**config.mk**
```make
export PLATFORM = sky130hd
export DESIGN_NAME = spiral_matrix_fill_core
export DESIGN_NICKNAME = d
export VERILOG_FILES = /design/src/rtl/smf_pkg.sv /design/src/rtl/smf_store.sv /design/src/rtl/smf_walker.sv /design/src/rtl/smf_drain.sv /design/src/rtl/spiral_matrix_fill_core.sv
export VERILOG_INCLUDE_DIRS = /design/src /design/src/rtl
export SDC_FILE = /design/constraint.sdc
export NUM_CORES = 1
export LEC_CHECK = 0
export BUFFER_PORTS_ARGS = -buffer_cell sky130_fd_sc_hd__buf_2
export CORE_MARGIN = 2
export CORE_UTILIZATION = 30
export CTS_CLUSTER_SIZE = 12
export DETAILED_ROUTE_END_ITERATION = 8
export GPL_TIMING_DRIVEN = 1
export PLACE_DENSITY = 0.56
export REMOVE_ABC_BUFFERS = 1
export SLEW_MARGIN = 20
export SYNTH_ARGS = -nofsm -noshare
export SYNTH_HDL_FRONTEND = slang
export SYNTH_SLANG_ARGS = --single-unit
```
**constraint.sdc**
```tcl
create_clock -name clk -period 7 [get_ports clk]
set_input_delay 0.35 -clock clk [delete_from_list [all_inputs] [get_ports clk]]
set_output_delay 0.35 -clock clk [all_outputs]
set_load 0.01 [all_outputs]
```
**src/rtl/spiral_matrix_fill_core_macros.svh**
```systemverilog
// assertion macros shared by the spiral matrix fill rtl
// no dependencies; included by the modules that check their own logic
`ifndef SPIRAL_MATRIX_FILL_CORE_MACROS_SVH
`define SPIRAL_MATRIX_FILL_CORE_MACROS_SVH

// same-cycle implication
`define SMF_ASSERT_IMP(lbl, ck, rs, ante, cons, msg) \
  lbl: assert property (@(posedge ck) disable iff (rs) (ante) |-> (cons)) \
    else $error(msg);

// next-cycle implication
`define SMF_ASSERT_NXT(lbl, ck, rs, ante, cons, msg) \
  lbl: assert property (@(posedge ck) disable iff (rs) (ante) |=> (cons)) \
    else $error(msg);

`endif

```
**src/rtl/smf_pkg.sv**
```systemverilog
// shared types and constants for the spiral matrix fill block
// no dependencies
`timescale 1ns / 1ps
`default_nettype none

package smf_pkg;

  localparam int RC_W    = 3;
  localparam int DIM_W   = 4;
  localparam int COUNT_W = 7;
  localparam int IN_W    = 15;
  localparam int OUT_W   = 16;

  localparam logic CFG_NUM_ROWS = 1'b0;
  localparam logic CFG_NUM_COLS = 1'b1;

  localparam logic [OUT_W-1:0] EMPTY_CELL = '1;

  typedef enum logic [1:0] {
    DIR_RIGHT = 2'd0,
    DIR_DOWN  = 2'd1,
    DIR_LEFT  = 2'd2,
    DIR_UP    = 2'd3
  } dir_t;

  typedef struct packed {
    logic            en;
    logic [RC_W-1:0] row;
    logic [RC_W-1:0] col;
  } fill_wr_t;

endpackage

`default_nettype wire

```
**src/rtl/smf_store.sv**
```systemverilog
// cell memory with per-cell filled flags, one write and one registered read port
// depends on smf_pkg
`timescale 1ns / 1ps
`default_nettype none

module smf_store import smf_pkg::*; #(
  parameter int MAX_ROWS   = 8,
  parameter int MAX_COLS   = 8,
  parameter int VALUE_BITS = 15
) (
  input  wire logic                  clk,
  input  wire logic                  rst,
  input  wire logic                  clear,
  input  wire fill_wr_t              wr,
  input  wire logic [VALUE_BITS-1:0] wr_data,
  input  wire logic                  rd_en,
  input  wire logic [RC_W-1:0]       rd_row,
  input  wire logic [RC_W-1:0]       rd_col,
  output logic      [VALUE_BITS-1:0] rd_data,
  output logic                       rd_filled
);

  localparam int DEPTH = MAX_ROWS * MAX_COLS;
  localparam int AW    = (DEPTH > 1) ? $clog2(DEPTH) : 1;

  logic [VALUE_BITS-1:0] mem [DEPTH];
  logic [DEPTH-1:0]      filled;
  logic [AW-1:0]         wr_addr;
  logic [AW-1:0]         rd_addr;

  assign wr_addr = AW'(int'(wr.row) * MAX_COLS + int'(wr.col));
  assign rd_addr = AW'(int'(rd_row) * MAX_COLS + int'(rd_col));

  always_ff @(posedge clk) begin
    if (wr.en) begin
      mem[wr_addr] <= wr_data;
    end
    if (rd_en) begin
      rd_data <= mem[rd_addr];
    end
  end

  always_ff @(posedge clk) begin
    if (rst || clear) begin
      filled <= '0;
    end else if (wr.en) begin
      filled[wr_addr] <= 1'b1;
    end
  end

  always_ff @(posedge clk) begin
    if (rd_en) begin
      rd_filled <= filled[rd_addr];
    end
  end

endmodule

`default_nettype wire

```
**src/rtl/smf_walker.sv**
```systemverilog
// spiral position tracker: shrinking bounds, heading, placed count, overflow flag
// depends on smf_pkg and the assertion macro header
`timescale 1ns / 1ps
`default_nettype none

`include "spiral_matrix_fill_core_macros.svh"

module smf_walker import smf_pkg::*; (
  input  wire logic             clk,
  input  wire logic             rst,
  input  wire logic             restart,
  input  wire logic             place,
  input  wire logic [DIM_W-1:0] rows,
  input  wire logic [DIM_W-1:0] cols,
  output fill_wr_t              wr,
  output logic                  overflow
);

  logic [RC_W-1:0]    cur_row, cur_row_next;
  logic [RC_W-1:0]    cur_col, cur_col_next;
  dir_t               heading, heading_next;
  logic [RC_W-1:0]    top_in, top_in_next;
  logic [RC_W-1:0]    bot_in, bot_in_next;
  logic [RC_W-1:0]    lef_in, lef_in_next;
  logic [RC_W-1:0]    rig_in, rig_in_next;
  logic [COUNT_W-1:0] placed;
  logic               ovf;

  logic [COUNT_W-1:0] total;
  logic [COUNT_W-1:0] placed_inc;
  logic               full;
  logic [RC_W-1:0]    bot_lim;
  logic [RC_W-1:0]    rig_lim;

  assign total      = COUNT_W'(rows) * COUNT_W'(cols);
  assign full       = placed >= total;
  assign placed_inc = placed + COUNT_W'(1);
  assign bot_lim    = RC_W'(rows - DIM_W'(1)) - bot_in;
  assign rig_lim    = RC_W'(cols - DIM_W'(1)) - rig_in;

  assign wr.en    = place && !full;
  assign wr.row   = cur_row;
  assign wr.col   = cur_col;
  assign overflow = ovf || (place && full);

  // one step along the spiral, turning at the current bound
  always_comb begin
    cur_row_next = cur_row;
    cur_col_next = cur_col;
    heading_next = heading;
    top_in_next  = top_in;
    bot_in_next  = bot_in;
    lef_in_next  = lef_in;
    rig_in_next  = rig_in;
    unique case (heading)
      DIR_RIGHT: begin
        if (cur_col < rig_lim) begin
          cur_col_next = cur_col + RC_W'(1);
        end else begin
          top_in_next  = top_in + RC_W'(1);
          heading_next = DIR_DOWN;
          cur_row_next = cur_row + RC_W'(1);
        end
      end
      DIR_DOWN: begin
        if (cur_row < bot_lim) begin
          cur_row_next = cur_row + RC_W'(1);
        end else begin
          rig_in_next  = rig_in + RC_W'(1);
          heading_next = DIR_LEFT;
          cur_col_next = cur_col - RC_W'(1);
        end
      end
      DIR_LEFT: begin
        if (cur_col > lef_in) begin
          cur_col_next = cur_col - RC_W'(1);
        end else begin
          bot_in_next  = bot_in + RC_W'(1);
          heading_next = DIR_UP;
          cur_row_next = cur_row - RC_W'(1);
        end
      end
      DIR_UP: begin
        if (cur_row > top_in) begin
          cur_row_next = cur_row - RC_W'(1);
        end else begin
          lef_in_next  = lef_in + RC_W'(1);
          heading_next = DIR_RIGHT;
          cur_col_next = cur_col + RC_W'(1);
        end
      end
      default: begin
        heading_next = DIR_RIGHT;
      end
    endcase
  end

  always_ff @(posedge clk) begin
    if (rst || restart) begin
      cur_row <= '0;
      cur_col <= '0;
      heading <= DIR_RIGHT;
      top_in  <= '0;
      bot_in  <= '0;
      lef_in  <= '0;
      rig_in  <= '0;
      placed  <= '0;
      ovf     <= 1'b0;
    end else if (place) begin
      if (full) begin
        ovf <= 1'b1;
      end else begin
        placed <= placed_inc;
        if (placed_inc < total) begin
          cur_row <= cur_row_next;
          cur_col <= cur_col_next;
          heading <= heading_next;
          top_in  <= top_in_next;
          bot_in  <= bot_in_next;
          lef_in  <= lef_in_next;
          rig_in  <= rig_in_next;
        end
      end
    end
  end

  `SMF_ASSERT_IMP(a_wr_inside, clk, rst, wr.en, ({1'b0, wr.row} < rows) && ({1'b0, wr.col} < cols), "write outside matrix")
  `SMF_ASSERT_IMP(a_count_bound, clk, rst, 1'b1, placed <= total, "placed count above cell total")
  `SMF_ASSERT_NXT(a_restart_clear, clk, rst, restart, (placed == '0) && !ovf, "restart left fill state")

endmodule

`default_nettype wire

```
**src/rtl/smf_drain.sv**
```systemverilog
// row-major readout sequencer: read issue, registered memory read, output and skid registers
// depends on smf_pkg and the assertion macro header
`timescale 1ns / 1ps
`default_nettype none

`include "spiral_matrix_fill_core_macros.svh"

module smf_drain import smf_pkg::*; #(
  parameter int VALUE_BITS = 15
) (
  input  wire logic                  clk,
  input  wire logic                  rst,
  input  wire logic                  start,
  input  wire logic                  dropped_in,
  input  wire logic [DIM_W-1:0]      rows,
  input  wire logic [DIM_W-1:0]      cols,
  output logic                       busy,
  output logic                       done,
  output logic                       rd_en,
  output logic      [RC_W-1:0]       rd_row,
  output logic      [RC_W-1:0]       rd_col,
  input  wire logic [VALUE_BITS-1:0] rd_data,
  input  wire logic                  rd_filled,
  output logic                       out_valid,
  input  wire logic                  out_stall,
  output logic      [RC_W-1:0]       row,
  output logic      [RC_W-1:0]       col,
  output logic signed [OUT_W-1:0]    cell_value,
  output logic                       dropped,
  output logic                       final_cell
);

  logic                  issuing;
  logic [RC_W-1:0]       dr;
  logic [RC_W-1:0]       dc;
  logic                  pend;
  logic [RC_W-1:0]       p_row;
  logic [RC_W-1:0]       p_col;
  logic                  p_final;
  logic                  skid_valid;
  logic [RC_W-1:0]       s_row;
  logic [RC_W-1:0]       s_col;
  logic [OUT_W-1:0]      s_val;
  logic                  s_final;

  logic                  consume;
  logic                  occ2;
  logic                  last_col;
  logic                  last_cell;
  logic                  out_free;
  logic [OUT_W-1:0]      land_val;

  assign consume   = out_valid && !out_stall;
  assign occ2      = (out_valid && skid_valid) || (pend && (out_valid || skid_valid));
  assign rd_en     = issuing && (!occ2 || consume);
  assign rd_row    = dr;
  assign rd_col    = dc;
  assign last_col  = dc == RC_W'(cols - DIM_W'(1));
  assign last_cell = last_col && (dr == RC_W'(rows - DIM_W'(1)));
  assign out_free  = !out_valid || consume;
  assign land_val  = rd_filled ? OUT_W'(rd_data) : EMPTY_CELL;
  assign done      = consume && final_cell;

  always_ff @(posedge clk) begin
    if (rst) begin
      busy    <= 1'b0;
      issuing <= 1'b0;
      pend    <= 1'b0;
    end else begin
      pend <= rd_en;
      if (start) begin
        busy    <= 1'b1;
        issuing <= 1'b1;
      end else if (done) begin
        busy <= 1'b0;
      end
      if (rd_en && last_cell) begin
        issuing <= 1'b0;
      end
    end
  end

  always_ff @(posedge clk) begin
    if (start) begin
      dr      <= '0;
      dc      <= '0;
      dropped <= dropped_in;
    end else if (rd_en) begin
      if (last_col) begin
        dc <= '0;
        dr <= dr + RC_W'(1);
      end else begin
        dc <= dc + RC_W'(1);
      end
    end
    if (rd_en) begin
      p_row   <= dr;
      p_col   <= dc;
      p_final <= last_cell;
    end
  end

  always_ff @(posedge clk) begin
    if (rst) begin
      out_valid  <= 1'b0;
      skid_valid <= 1'b0;
    end else begin
      if (out_free) begin
        if (skid_valid) begin
          out_valid  <= 1'b1;
          row        <= s_row;
          col        <= s_col;
          cell_value <= s_val;
          final_cell <= s_final;
          skid_valid <= pend;
          s_row      <= p_row;
          s_col      <= p_col;
          s_val      <= land_val;
          s_final    <= p_final;
        end else if (pend) begin
          out_valid  <= 1'b1;
          row        <= p_row;
          col        <= p_col;
          cell_value <= land_val;
          final_cell <= p_final;
        end else begin
          out_valid <= 1'b0;
        end
      end else if (pend) begin
        skid_valid <= 1'b1;
        s_row      <= p_row;
        s_col      <= p_col;
        s_val      <= land_val;
        s_final    <= p_final;
      end
    end
  end

  `SMF_ASSERT_IMP(a_no_overfill, clk, rst, 1'b1, !(pend && out_valid && skid_valid), "readout holds more than two cells")
  `SMF_ASSERT_IMP(a_out_in_busy, clk, rst, out_valid || skid_valid || pend, busy, "readout data outside a drain")
  `SMF_ASSERT_IMP(a_idle_end, clk, rst, $fell(busy), $past(done), "drain ended before the final cell")

endmodule

`default_nettype wire

```
**src/rtl/spiral_matrix_fill_core.sv**
```systemverilog
// top level of the spiral matrix fill block: registers, fill walker, cell store, readout
// depends on smf_pkg, smf_store, smf_walker, smf_drain and the assertion macro header
//
//   port group   dir  handshake          payload
//   input        in   in_valid/in_stall  value, is_last
//   result       out  out_valid/out_stall row, col, cell_value, dropped, final_cell
//   config       in   cfg_we             cfg_index, cfg_data
//
// a value without is_last writes one cell and steps the spiral, or flags overflow if full
// a value with is_last starts a row-major readout of rows*cols cells, one per cycle
// while out_stall is low, through issue, memory and output registers; in_stall stays
// high until the final cell is taken, and the fill flags clear on that same edge
// reset is synchronous; fill flags clear at once, cell memory is never cleared
// out_stall holds the output and skid registers and throttles memory reads
`timescale 1ns / 1ps
`default_nettype none

`include "spiral_matrix_fill_core_macros.svh"

module spiral_matrix_fill_core import smf_pkg::*; #(
  parameter int MAX_ROWS   = 8,
  parameter int MAX_COLS   = 8,
  parameter int VALUE_BITS = 15
) (
  input  wire logic                clk,
  input  wire logic                rst,
  input  wire logic                cfg_we,
  input  wire logic                cfg_index,
  input  wire logic [DIM_W-1:0]    cfg_data,
  input  wire logic                in_valid,
  output logic                     in_stall,
  input  wire logic [IN_W-1:0]     value,
  input  wire logic                is_last,
  output logic                     out_valid,
  input  wire logic                out_stall,
  output logic      [RC_W-1:0]     row,
  output logic      [RC_W-1:0]     col,
  output logic signed [OUT_W-1:0]  cell_value,
  output logic                     dropped,
  output logic                     final_cell
);

  logic [DIM_W-1:0]      num_rows;
  logic [DIM_W-1:0]      num_cols;
  logic [DIM_W-1:0]      rows;
  logic [DIM_W-1:0]      cols;
  logic                  in_accept;
  logic                  busy;
  logic                  done;
  logic                  restart;
  logic                  overflow;
  fill_wr_t              wr;
  logic [VALUE_BITS-1:0] wr_data;
  logic                  rd_en;
  logic [RC_W-1:0]       rd_row;
  logic [RC_W-1:0]       rd_col;
  logic [VALUE_BITS-1:0] rd_data;
  logic                  rd_filled;

  always_ff @(posedge clk) begin
    if (rst) begin
      num_rows <= DIM_W'(8);
      num_cols <= DIM_W'(8);
    end else if (cfg_we) begin
      unique case (cfg_index)
        CFG_NUM_ROWS: num_rows <= cfg_data;
        CFG_NUM_COLS: num_cols <= cfg_data;
        default: ;
      endcase
    end
  end

  // zero acts as one, anything above the maximum acts as the maximum
  always_comb begin
    priority if (num_rows == '0) begin
      rows = DIM_W'(1);
    end else if (int'(num_rows) > MAX_ROWS) begin
      rows = DIM_W'(MAX_ROWS);
    end else begin
      rows = num_rows;
    end
    priority if (num_cols == '0) begin
      cols = DIM_W'(1);
    end else if (int'(num_cols) > MAX_COLS) begin
      cols = DIM_W'(MAX_COLS);
    end else begin
      cols = num_cols;
    end
  end

  assign in_stall  = busy;
  assign in_accept = in_valid && !in_stall;
  assign restart   = cfg_we || done;
  assign wr_data   = VALUE_BITS'(value);

  smf_walker u_walker (
    .clk      (clk),
    .rst      (rst),
    .restart  (restart),
    .place    (in_accept),
    .rows     (rows),
    .cols     (cols),
    .wr       (wr),
    .overflow (overflow)
  );

  smf_store #(
    .MAX_ROWS   (MAX_ROWS),
    .MAX_COLS   (MAX_COLS),
    .VALUE_BITS (VALUE_BITS)
  ) u_store (
    .clk       (clk),
    .rst       (rst),
    .clear     (restart),
    .wr        (wr),
    .wr_data   (wr_data),
    .rd_en     (rd_en),
    .rd_row    (rd_row),
    .rd_col    (rd_col),
    .rd_data   (rd_data),
    .rd_filled (rd_filled)
  );

  smf_drain #(
    .VALUE_BITS (VALUE_BITS)
  ) u_drain (
    .clk        (clk),
    .rst        (rst),
    .start      (in_accept && is_last),
    .dropped_in (overflow),
    .rows       (rows),
    .cols       (cols),
    .busy       (busy),
    .done       (done),
    .rd_en      (rd_en),
    .rd_row     (rd_row),
    .rd_col     (rd_col),
    .rd_data    (rd_data),
    .rd_filled  (rd_filled),
    .out_valid  (out_valid),
    .out_stall  (out_stall),
    .row        (row),
    .col        (col),
    .cell_value (cell_value),
    .dropped    (dropped),
    .final_cell (final_cell)
  );

  `SMF_ASSERT_IMP(a_no_write_in_drain, clk, rst, busy, !wr.en, "cell write during readout")
  `SMF_ASSERT_IMP(a_no_read_while_fill, clk, rst, rd_en, busy && !wr.en, "read outside a readout")
  `SMF_ASSERT_NXT(a_final_frees_input, clk, rst, out_valid && !out_stall && final_cell, !in_stall, "input still stalled after final cell")

endmodule

`default_nettype wire
```
After elaboration in Yosys (flattened, before gate mapping)
Memory sizes are Yosys's and may differ from the RTL's. A register that Yosys moved wholly into a read port is not among the register bits. Index checks and enable logic that the tools add are counted.

Memories: 1. Input port bits: 26. Memory bits (writable): 960. Bits in latches: 0. Output and inout port bits: 26. Bits in read-only memories: 0. Register bits after elaboration: 166.

$mul: 1. Shifts and indexed selects: 0. Reductions and logical operators: 45. Muxes and demuxes: 50. Bitwise operators: 8. Divide/modulo/power cells: 0. $lt $le $gt $ge: 11. Equal/unequal tests: 14. Add/sub/neg operators: 17.

Memories: u_store.mem (depth 64, width 15, read ports 1, clocked after Yosys merged registers in 1, wr ports 1, line smf_store.sv:26) `logic [VALUE_BITS-1:0] mem [DEPTH];`.

Operator list (number): 2-to-1 mux 16 bit (5); bitwise OR 64 bit (1); 2-to-1 mux 3 bit (17); adder 3 x 1 -> 3 bit (second input constant) (8); case mux 3 bit (4 select lines) (2); AND reduction 7 bit (3); AND reduction 5 bit (4); 2-to-1 mux 4 bit (4); 2-to-1 mux 1 bit (15); less-than comparator 6 x 7 -> 1 bit (second input constant) (2); adder 6 x 3 -> 6 bit (2); logical AND 1 bit (12); subtractor 3 x 1 -> 3 bit (second input constant) (4); != test 2 x 1 -> 1 bit (second input constant) (5); AND reduction 2 bit (5); > comparator 4 bit (second input constant) (2); zero test 4 bit (2); 2-to-1 mux 2 bit (4); != test 2 bit (second input constant) (4); case mux 2 bit (4 select lines) (1); adder 7 x 1 -> 7 bit (second input constant) (1); greater-or-equal comparator 7 bit (1); logical OR 1 bit (7); less-than comparator 7 bit (1); 16 further kinds (34).

Longest topological paths before layout
Gate-level depths: netlist of run 1.

Depth in word-level cells: 9. Mapped depth: 19. Mapped depth without buffers: 17.

Hierarchy
Synthesis of run 1 repeated with hierarchy kept, for this count alone.

Cells, all modules: 2355. Area total of the unflattened synthesis: 45474.9 um^2.

Modules (own cells, without submodules): smf_store (area each 39775.6 um^2, times used 1, cells an instance 1842, sequential area each 30589.3 um^2); smf_drain (area each 2651.3 um^2, times used 1, cells an instance 171, sequential area each 1841.8 um^2); smf_walker (area each 2618.8 um^2, times used 1, cells an instance 297, sequential area each 560.5 um^2); spiral_matrix_fill_core (area each 429.2 um^2, times used 1, cells an instance 45, sequential area each 160.2 um^2).

Worst setup path after synthesis of run 1
Ideal clock, no wire load.

Path kind: reg2reg. Start point: reg num_rows[1]. End point: mem u_store.mem[34][0] (enable). Period minus slack after synthesis: 5827 ps. Stages on the path, launching flop included: 16. Setup time: 429 ps. Path slack: 1173 ps. Data arrival time: 5398 ps. Data required time: 6571 ps. Path buffers: 1. Path through: dfxtp_1 nor2_1 o21ai_1 nor2_1 fa_1 fa_1 fa_1 xnor2_1 ha_1 a21o_1 a32oi_1 o211ai_1 a221oi_4 nor2_2 buf_2 nor4_1.

Cells in the longest elaborated chain, start to end: 9. Elaborated cells between the ends (all ways): 10. Classes of those cells: mul: 1; order compare: 2; mux: 4; reduce/logical: 3.

Ends and longest elaborated chain: start: declaration (line spiral_matrix_fill_core.sv:43) `logic [DIM_W-1:0] num_rows;`; start signal: assignment (line spiral_matrix_fill_core.sv:66) `CFG_NUM_ROWS: num_rows <= cfg_data;`; > comparator 4 bit (line spiral_matrix_fill_core.sv:77) `end else if (int'(num_rows) > MAX_ROWS) begin`; 2-to-1 mux 4 bit (line spiral_matrix_fill_core.sv:77); 2-to-1 mux 4 bit * (line spiral_matrix_fill_core.sv:75) `priority if (num_rows == '0) begin`; multiplier 4 x 4 -> 7 bit * (line smf_walker.sv:35) `assign total = COUNT_W'(rows) * COUNT_W'(cols);`; greater-or-equal comparator 7 bit * (line smf_walker.sv:36) `assign full = placed >= total;`; zero test 1 bit * (line smf_walker.sv:41) `assign wr.en = place && !full;`; logical AND 1 bit * (line smf_walker.sv:41); 2-to-1 mux 1 bit * (line smf_store.sv:35) `if (wr.en) begin`; 2-to-1 mux 1 bit (not written as such) * (line smf_store.sv:36) `mem[wr_addr] <= wr_data;`; end: declaration (line smf_store.sv:26).

Every way passes the cells marked *; elsewhere a longest branch is shown, timed or not.

Worst setup path after layout of run 1
Start point: reg num_rows[2]. End point: mem u_store.mem[35][13] (enable).

The elaborated chain is that of the path after synthesis.

==> results.sh, run 1 <==
export IMPL_firstDrtPassIters=5
export IMPL_rsz0062_at_grt="no"
export IMPL_portBuffers=51
export IMPL_place_congestion=0.783
export IMPL_postLayoutCellArea_mm2=0.0526
export IMPL_combPwrFrac_pct=10.3
export IMPL_netlist_area_leader_share_pct=68.1
export IMPL_seqPwrFrac_pct=50.6
export IMPL_antenna_found_initial=15
export IMPL_fin_nets=2435
export IMPL_initial_core_util_pct=30.2
export IMPL_vias_per_cell=4.90
export IMPL_p_sw_share_pct=23.5
export IMPL_worst_slew_pin_slew_ps=1160
export IMPL_synth_seq_cells=1141
export IMPL_cap_violations=0
export IMPL_cts_sinks=1141
export IMPL_r2r_slack_ps=1100
export IMPL_maxSlewHeadroom_pct=22.5
export IMPL_dieArea_mm2=0.154
export IMPL_first_global_vias=22670
export IMPL_clock_fmax_mhz=170
export IMPL_final_setup_worst_slack_ps=1100
export IMPL_synth_top_area_cell="edfxtp_1"
export IMPL_dp_cells=4221
export IMPL_antenna_left=0
export IMPL_clk_pin_slew_ps=60
export IMPL_cp_end_kind="register"
export IMPL_vias=21907
export IMPL_clkPwrFrac_pct=39.1
export IMPL_grt_max_degree=101
export IMPL_ys_types=64
export IMPL_status="finished clean"
export IMPL_rows=142
export IMPL_leakagePower_nw=16.1
export IMPL_ys_warn_count=0
export IMPL_synth_edff_count=1030
export IMPL_grt_util_all_layers_pct=14.5
export IMPL_p_per_area_mw_per_mm2=283
export IMPL_post_cts_resized=0
export IMPL_postPlaceCellArea_mm2=0.0487
export IMPL_clk_latency_ps=740
export IMPL_core_area_mm2=0.150
export IMPL_intPower_mw=11.4
export IMPL_synth_flop_cell="edfxtp_1"
export IMPL_post_place_ws_ps=1010
export IMPL_drive_above_1_share_pct=29.8
export IMPL_fillerInstances=13727
export IMPL_syn_inst=2195
export IMPL_ios=52
export IMPL_finalMaxSlewViolations=0
export IMPL_h_tree_depth=3
export IMPL_drt_wl_total_um=112000
export IMPL_n_antenna_cell=0
export IMPL_final_hold_violation_count=0
export IMPL_crit_fanout=31
export IMPL_ys_seq_area_share_pct=73.0
export IMPL_fin_cells=4469
export IMPL_irDropWorstVdd_mv=0.227
export IMPL_holdPathStages=3
export IMPL_numCtsBuffers=116
export IMPL_hold_class="input port to register"
export IMPL_worst_setup_path_start_kind="register"
export IMPL_cts_buffer_depth=3
export IMPL_period_needed_ps=5900
export IMPL_ys_top_cells_by_area="edfxtp_1 (68%), mux4_2 (16%), dfxtp_1 (4.9%)"
export IMPL_async_flop_share_pct=0
export IMPL_root_buffer="clkbuf_16"
export IMPL_arrival_ps=6300
export IMPL_total_power_mw=14.9
export IMPL_cts_tree="done"
export IMPL_die_w_um=393
export IMPL_critical_path_class="register to register"
export IMPL_drt_iter0_drc=2270
export IMPL_netlist_area_mm2=0.0454
export IMPL_cts_setup_buffers=0
export IMPL_post_drt_wl_per_cell_um=25.0
export IMPL_syn2layout_area_growth_pct=15.9
export IMPL_clock_skew_final_ps=37.8
export IMPL_setup_viol=0
export IMPL_reg2reg_depth=17
export IMPL_fp_dieH_um=393
export IMPL_drc=0
export IMPL_postCtsHoldBufs=14
export IMPL_switching_power_mw=3.51
export IMPL_fin_crit_sh_pct=84.2
export IMPL_post_dp_hpwl_um=67300
export IMPL_grt_pass1_wl_um=161000
export IMPL_cp_data_required_time_ps=7400
export IMPL_syn_area_per_cell_um2=20.7
export IMPL_gr_total_overflow=0
per-layer routing:
metal,vias up,wire (um),GRT usage [%]
met2,669,54100,23.7
met1,11698,46900,19.2
met5,-,86,0
met4,16,2880,4.61
li1,9368,-,-
met3,156,7610,3.21
metrics by stage:
step,hold WS (ps),utilization (%),TNS [ps]
2_1_floorplan,419,-,-126350
3_3_place_gp,434,32.4,0
3_5_place_dp,439,32.4,0
4_1_cts,96.0,34.9,0
5_1_grt,137,35.0,0
6_report,149,35.0,0
worst paths after layout:
kind,start,end
max,num_rows[2]$_SDFFE_PP0P_,u_store.mem[35][13]$_DFFE_PP_
min,is_last,u_drain.rd_row[1]$_SDFFE_PP0P_
max reg2reg,num_rows[2]$_SDFFE_PP0P_,u_store.mem[35][13]$_DFFE_PP_
min reg2reg,u_drain.p_col[2]$_DFFE_PP_,u_drain.s_col[2]$_DFFE_PP_
cell usage in the layout (no fill, tap or decap), types with 20 or more instances in the layout:
cell / n
dfxtp_1: 105
ha_1: 46
clkbuf_1: 52
mux2_2: 23
buf_4: 88
nand2_1: 80
nor4_4: 20
nand2b_1: 30
inv_1: 23
mux4_2: 330
nor3_2: 26
edfxtp_1: 1030
o21ai_0: 21
a21oi_1: 30
clkbuf_16: 116
nor2_1: 58
mux2i_1: 31
buf_2: 42
o21a_1: 51
cell type report:
| class | count | area [um^2] | area share (%) |
|---|---|---|---|
| clock buffers | 177 | 3220 | 6.12 |
| clock inverters | 39 | 355 | 0.675 |
| inverters | 24 | 90.1 | 0.171 |
| multi-input cells | 907 | 12000 | 22.7 |
| flip-flops and latches | 1141 | 33200 | 63.0 |
| well taps | 2016 | 2520 | 4.79 |
| repair buffers | 165 | 1290 | 2.46 |
Yosys cell counts, types with 8 or more instances:
| library cell | n |
|---|---|
| inv_1 | 23 |
| a211oi_1 | 8 |
| mux2_2 | 23 |
| mux2i_1 | 31 |
| mux4_2 | 330 |
| o21ai_0 | 21 |
| buf_2 | 28 |
| a21oi_1 | 31 |
| nand2_1 | 80 |
| o21a_1 | 51 |
| nand3_1 | 20 |
| nand2b_1 | 30 |
| dfxtp_1 | 111 |
| nor2_1 | 58 |
| xnor2_1 | 18 |
| nor4_1 | 8 |
| xor2_1 | 9 |
| nor3_1 | 31 |
| buf_1 | 13 |
| clkbuf_1 | 70 |
| fa_1 | 8 |
| nor2b_1 | 16 |
| ha_1 | 46 |
| or3_1 | 8 |
| edfxtp_1 | 1030 |
| nor4_2 | 20 |
power groups by stage:
stage | Clock [mW] | Combinational, mW | Sequential [mW]
global route | 6.21 | 1.61 | 7.55
detailed placement | 0 | 1.55 | 7.69
floorplan | 0 | 1.18 | 7.82
global placement | 0 | 1.54 | 7.69
CTS | 5.96 | 1.56 | 7.55
finish | 5.83 | 1.53 | 7.54
critical path, stage by stage, from the launching register on:
cell and delay, ps:
dfxtp_1 360, nor2_1 50, o21ai_1 460, nor2_1 130, fa_1 510, fa_1 530, fa_1 490, xnor2_1 280
ha_1 310, a21o_1 190, a32oi_1 170, o211ai_1 190, a221oi_4 360, nor2_4 200, buf_12 260, or3_1 600
nor2_1 190, buf_4 270
state kept, by name, indices dropped and copies added (netlist names), 4 cells and up:
| name | flops |
|---|---|
| num_cols | 4 |
| num_rows | 4 |
| u_drain.cell_value | 16 |
| u_drain.s_val | 16 |
| u_store.filled | 64 |
| u_store.mem | 960 |
| u_store.rd_data | 15 |
| u_walker.placed | 7 |
cell families after synthesis:
group,after synthesis,synth area share (%)
buf+inv,147,1.43
simple gates,300,3.59
xor+xnor,27,0.521
flops,1141,73.0
compound gates,141,2.17
mux,384,17.6
fa+ha+maj,55,1.64
(Power assumes the default switching activity.)
==> run 2, diff against run 1 <==
PLACE_DENSITY = 0.57   (was 0.56)
clock period = 4.8 ns   (was 7 ns; I/O delays follow)
==> results.sh, run 2 (synthesis gave the netlist of run 1 again) <==
export IMPL_final_setup_worst_slack_ps=117
export IMPL_crit_chain="nor2_2 > o21ai_2 > nor2_2 > fa_1 > fa_1 > fa_2 > xnor2_2 > ha_1 > buf_4 > buf_4 > nand2_1 > o21bai_1 > a221oi_4 > nor2_4 > buf_4 > or3b_4 > nor2_4 > clkbuf_16"
export IMPL_die_w_um=393
export IMPL_cp_end_kind="register"
export IMPL_regMostFlops="u_store.mem"
export IMPL_clock_skew_final_ps=26.6
export IMPL_gr_total_overflow=0
export IMPL_cts_tree="done"
export IMPL_hold_class="input port to register"
export IMPL_root_buffer="clkbuf_16"
export IMPL_leakagePower_nw=16.7
export IMPL_antenna_left=0
export IMPL_grt_pass1_wl_um=165000
export IMPL_timing_rr_start="num_rows[2]$_SDFFE_PP0P_"
export IMPL_ios=52
export IMPL_fin_crit_sh_pct=97.6
export IMPL_whs_ps=47.0
export IMPL_setup_viol=0
export IMPL_antenna_found_initial=7
export IMPL_largestRegisters="u_store.mem x960, u_store.filled x64"
export IMPL_drc=0
export IMPL_post_place_ws_ps=-167
export IMPL_irDropWorstVdd_mv=0.317
export IMPL_postLayoutCellArea_mm2=0.0541
export IMPL_p_per_area_mw_per_mm2=399
export IMPL_syn2layout_area_growth_pct=19.1
export IMPL_worst_setup_path_start_kind="register"
export IMPL_layout_commonest_cell="edfxtp_1"
export IMPL_h_tree_depth=3
export IMPL_rows=142
export IMPL_dp_cells=4313
export IMPL_clk_pin_slew_ps=70
export IMPL_portBuffers=51
export IMPL_cts_sinks=1141
export IMPL_min_from="is_last"
export IMPL_drt_wl_total_um=114000
export IMPL_final_hold_violation_count=0
export IMPL_postPlaceCellArea_mm2=0.0500
export IMPL_grt_util_all_layers_pct=14.7
export IMPL_arrival_ps=5110
export IMPL_numCtsBuffers=113
export IMPL_worst_slew_pin_slew_ps=999
export IMPL_rsz0062_at_grt="yes"
export IMPL_vias_per_cell=4.94
export IMPL_path_buf_inv=4
export IMPL_fin_cells=4552
export IMPL_clock_fmax_mhz=214
export IMPL_fin_nets=2527
export IMPL_post_drt_wl_per_cell_um=25.1
export IMPL_slowest_stage="fa_1"
export IMPL_cp_data_required_time_ps=5220
export IMPL_r2r_slack_ps=120
export IMPL_period_needed_ps=4680
export IMPL_crit_fanout=7
export IMPL_core_area_mm2=0.150
export IMPL_cp_top_family="adder cells"
export IMPL_post_dp_hpwl_um=70800
export IMPL_status="finished clean"
export IMPL_first_global_vias=23199
export IMPL_largest_register_ffs=960
export IMPL_finalMaxSlewViolations=0
export IMPL_drive_above_1_share_pct=33.5
export IMPL_cp_startpoint="num_rows[2]$_SDFFE_PP0P_"
export IMPL_fp_dieH_um=393
export IMPL_critical_path_class="register to register"
export IMPL_clk_latency_ps=720
export IMPL_layout_common_cells="edfxtp_1 (1,030), mux4_2 (330), clkbuf_16 (123)"
export IMPL_drt_iter0_drc=2332
export IMPL_firstDrtPassIters=5
export IMPL_cpMostUsedCell="buf_4"
export IMPL_maxSlewHeadroom_pct=33.4
export IMPL_dieArea_mm2=0.154
export IMPL_place_congestion=0.788
export IMPL_cap_violations=0
export IMPL_cts_buffer_depth=3
export IMPL_grt_max_degree=108
export IMPL_critPathMaxStageDelay_ps=520
export IMPL_initial_core_util_pct=30.2
export IMPL_vias=22505
-- run 2: changes by cell type in the layout (fill, tap and decap cells not counted), moves of 6 or more --
cell,change
buf_12,+52
buf_2,+7
buf_4,+25
buf_6,+6
clkbuf_16,+7
clkinv_1,-8
nor2_1,-15
nor2_2,+9
nor2_4,+6
-- run 2: worst reg2reg max path: stages (launching register included) --
cell,delay [ps]
dfxtp_2,350
nor2_2,40
o21ai_2,180
nor2_2,70
fa_1,460
fa_1,530
fa_2,390
xnor2_2,150
ha_1,290
buf_4,140
buf_4,120
nand2_1,50
o21bai_1,130
a221oi_4,350
nor2_4,150
buf_4,190
or3b_4,410
nor2_4,200
clkbuf_16,200
-- run 2: cell type report --
| type | count | area [um^2] |
|---|---|---|
| sequential | 1141 | 33200 |
| fill | 13612 | 96100 |
| tap | 2016 | 2520 |
| clock buffer | 175 | 3180 |
| timing repair buffer | 260 | 2780 |
| antenna | 2 | 5.00 |
| inverter | 24 | 90.1 |
| clock inverter | 27 | 181 |
| multi-input combinational | 907 | 12100 |
-- run 2: final timing paths --
kind                                                       end  depth (start not counted)
worst min-delay path            u_drain.rd_row[1]$_SDFFE_PP0P_                          3
worst min register to register       u_drain.s_final$_DFFE_PP_                          0
worst max register to register    u_store.mem[55][5]$_DFFE_PP_                         18
worst max-delay path              u_store.mem[55][5]$_DFFE_PP_                         18
-- run 2: stage by stage --
| step | setup TNS [ps] | power (mW) | utilization [%] |
|---|---|---|---|
| final | 0 | 21.6 | 36.0 |
| after global routing | -6660 | 22.3 | 36.0 |
| after global placement | -24400 | 13.6 | 33.3 |
| after detailed placement | -30910 | 13.6 | 33.3 |
| after floorplan | -1089970 | 13.1 | - |
| after CTS | 0 | 21.8 | 35.7 |
-- run 2: layer usage --
metal,part of all wire (%),vias up,global-route usage (%)
li1,-,9577,-
met1,42,12093,19.3
met2,50,659,25.1
met3,5.6,164,2.24
met4,2.6,12,4.62
met5,0.072,-,0
-- run 2: repair_timing --
action,4_1_cts,5_1_grt
hold endpoints to repair,13,0
gates cloned,1,11
hold buffers,14,0
setup endpoints to repair,530,963
buffers inserted,1,9
gates resized for setup,15,53
pin swaps,3,24
-- run 2: power by group --
group	internal [mW]	switching [mW]
clock network	4.54	3.68
logic	1.08	1.31
registers	10.9	0.0896
==> run 3, diff against run 2 <==
SYNTH_HIERARCHICAL = 1   (was not set)
==> results.sh, run 3 <==
export IMPL_synth_top_area_cell="edfxtp_1"
export IMPL_worst_slew_pin_slew_ps=1210
export IMPL_largest_register_ffs=960
export IMPL_path_buf_inv=4
export IMPL_clock_skew_final_ps=32.7
export IMPL_h_tree_depth=3
export IMPL_crit_fanout=8
export IMPL_worst_setup_path_start_kind="register"
export IMPL_maxSlewHeadroom_pct=19.0
export IMPL_ys_top_cells_by_area="edfxtp_1 (68%), mux4_2 (12%), dfxtp_1 (4.9%)"
export IMPL_fin_cells=4704
export IMPL_fp_dieH_um=393
export IMPL_dieArea_mm2=0.155
export IMPL_fin_crit_sh_pct=97.2
export IMPL_dp_cells=4467
export IMPL_cts_sinks=1141
export IMPL_cts_buffer_depth=3
export IMPL_cap_violations=0
export IMPL_slowest_stage="fa_1"
export IMPL_worst_r2r_endpoint="u_store/mem[38][4]$_DFFE_PP_"
export IMPL_drc=0
export IMPL_post_place_ws_ps=-166
export IMPL_period_needed_ps=4670
export IMPL_final_hold_violation_count=0
export IMPL_path_depth=19
export IMPL_cp_end_kind="register"
export IMPL_timing_rr_start="num_rows[0]$_SDFFE_PP0P_"
export IMPL_post_dp_hpwl_um=67300
export IMPL_final_setup_worst_slack_ps=132
export IMPL_antenna_found_initial=5
export IMPL_r2r_slack_ps=130
export IMPL_portBuffers=51
export IMPL_leakagePower_nw=16.9
export IMPL_clk_pin_slew_ps=60
export IMPL_synth_most_common_cell="edfxtp_1"
export IMPL_total_power_mw=22.2
export IMPL_finalMaxSlewViolations=0
export IMPL_rsz0062_at_grt="yes"
export IMPL_critPathMaxStageDelay_ps=530
export IMPL_synthTopCellsByCount="edfxtp_1 (1,030), mux4_2 (244), dfxtp_1 (111), mux2i_1 (110), nor2_1 (89)"
export IMPL_firstDrtPassIters=5
export IMPL_ios=52
export IMPL_p_per_area_mw_per_mm2=414
export IMPL_grt_max_degree=70
export IMPL_netlist_area_leader_share_pct=68.0
export IMPL_vias=22978
export IMPL_crit_end="u_store/mem[38][4]$_DFFE_PP_"
export IMPL_n_antenna_cell=0
export IMPL_cp_startpoint="num_rows[0]$_SDFFE_PP0P_"
export IMPL_netlist_area_mm2=0.0455
export IMPL_cp_top_family="adder cells"
export IMPL_clock_fmax_mhz=214
export IMPL_die_w_um=393
export IMPL_root_buffer="clkbuf_16"
export IMPL_syn_area_per_cell_um2=19.3
export IMPL_async_flop_share_pct=0
export IMPL_largestRegisters="u_store/mem x960, u_store/filled x64"
export IMPL_initial_core_util_pct=30.3
export IMPL_cts_tree="done"
export IMPL_regMostFlops="u_store/mem"
export IMPL_place_congestion=0.791
export IMPL_fin_nets=2667
export IMPL_grt_util_all_layers_pct=14.0
export IMPL_clk_latency_ps=720
export IMPL_drive_above_1_share_pct=27.3
export IMPL_status="finished clean"
export IMPL_syn2layout_area_growth_pct=17.8
export IMPL_synth_flop_cell="edfxtp_1"
export IMPL_vias_per_cell=4.88
export IMPL_setup_viol=0
export IMPL_rows=142
export IMPL_arrival_ps=5080
export IMPL_drt_iter0_drc=2325
export IMPL_syn_inst=2355
export IMPL_grt_pass1_wl_um=161000
export IMPL_reg2reg_depth=19
export IMPL_cp_data_required_time_ps=5210
export IMPL_synth_seq_cells=1141
export IMPL_first_global_vias=22832
export IMPL_hold_class="input port to register"
export IMPL_whs_ps=111
export IMPL_ys_types=74
export IMPL_layout_common_cells="edfxtp_1 (1,030), mux4_2 (244), clkbuf_16 (116)"
export IMPL_numCtsBuffers=113
export IMPL_ys_seq_area_share_pct=72.9
export IMPL_gr_total_overflow=0
export IMPL_synth_edff_count=1030
export IMPL_core_area_mm2=0.150
export IMPL_critical_path_class="register to register"
export IMPL_drt_wl_total_um=110000
export IMPL_ys_warn_count=6
export IMPL_irDropWorstVdd_mv=0.277
export IMPL_post_drt_wl_per_cell_um=23.4
export IMPL_antenna_left=0
export IMPL_layout_commonest_cell="edfxtp_1"
export IMPL_crit_chain="o21ba_4 > nor2_4 > and2_4 > fa_1 > fa_2 > fa_2 > xnor2_2 > ha_1 > a21oi_2 > o21ai_2 > o22ai_2 > o21ai_2 > inv_2 > nor2b_4 > buf_8 > nand3_4 > buf_8 > nor2_4 > clkbuf_16"
==> run 3: cells by family (layout without fill, tap and decap cells) <==
family	after synthesis	count (layout)	share of synthesized area (%)
buffers and inverters	155	488	1.67
AND/OR/NAND/NOR	301	301	3.45
AO/OA/AOI/OAI	288	288	4.40
multiplexers	392	392	15.5
XOR/XNOR	24	24	0.509
flip-flops	1141	1141	72.9
adder cells (fa/ha/maj)	54	54	1.62
==> run 3: layer usage <==
layer / global-route usage, % / share of wire (%) / vias to the layer above
met5: 0 / 0.025 / -
met4: 3.58 / 2.1 / 6
met3: 3.06 / 6.5 / 151
met2: 21.2 / 45 / 702
met1: 20.4 / 46 / 12081
li1: - / - / 10038
==> run 3: power by group <==
part / leakage, nW / total, mW / switching, mW / internal (mW)
Sequential: 10.2 / 11.1 / 0.155 / 10.9
Combinational: 5.08 / 2.63 / 1.48 / 1.15
Clock: 1.69 / 8.47 / 3.70 / 4.77
==> run 3: per-stage QoR <==
step	utilization [%]	setup TNS (ps)	instance area, um^2
3_3_place_gp	33.1	-11560	49600
4_1_cts	35.5	0	53400
3_5_place_dp	33.1	-12120	49600
6_report	35.7	0	53600
5_1_grt	35.7	-414	53600
2_1_floorplan	-	-704310	44800
==> run 3: what timing repair did <==
action	4_1_cts	5_1_grt
setup buffers	0	3
setup endpoints to repair	224	866
hold endpoints to repair	13	0
hold buffers	13	0
pin swaps	3	5
gates resized for setup	20	41
cloned	2	2
==> run 3: how the worst min path moves through the flow <==
stage	cells after the start	from	slack, ps	end
3_3_place_gp	0	u_drain/p_col[2]$_DFFE_PP_	430	u_drain/s_col[2]$_DFFE_PP_
2_1_floorplan	1	rst	310	u_drain/out_valid$_SDFFE_PP0P_
4_1_cts	4	cfg_we	60	u_walker/cur_row[2]$_SDFFE_PP0P_
3_5_place_dp	1	value[12]	440	u_store/mem[5][12]$_DFFE_PP_
6_report	4	cfg_we	110	u_walker/cur_row[2]$_SDFFE_PP0P_
5_1_grt	4	cfg_we	90	u_walker/cur_row[2]$_SDFFE_PP0P_
==> run 3: worst min-delay path, delay by kind of cell <==
kind / cells / cell delay (ps)
and+or+nand+nor: 2 / 370
buffers and inverters: 1 / 110
AOI/OAI and AO/OA: 1 / 60
==> run 3: cell type report <==
class | instances | area [um^2]
Timing Repair Buffer | 237 | 2470
Clock inverter | 24 | 235
Multi-Input combinational cell | 1059 | 11800
Fill cell | 13928 | 96600
Tap cell | 2016 | 2520
Inverter | 35 | 131
Sequential cell | 1141 | 33200
Clock buffer | 192 | 3270
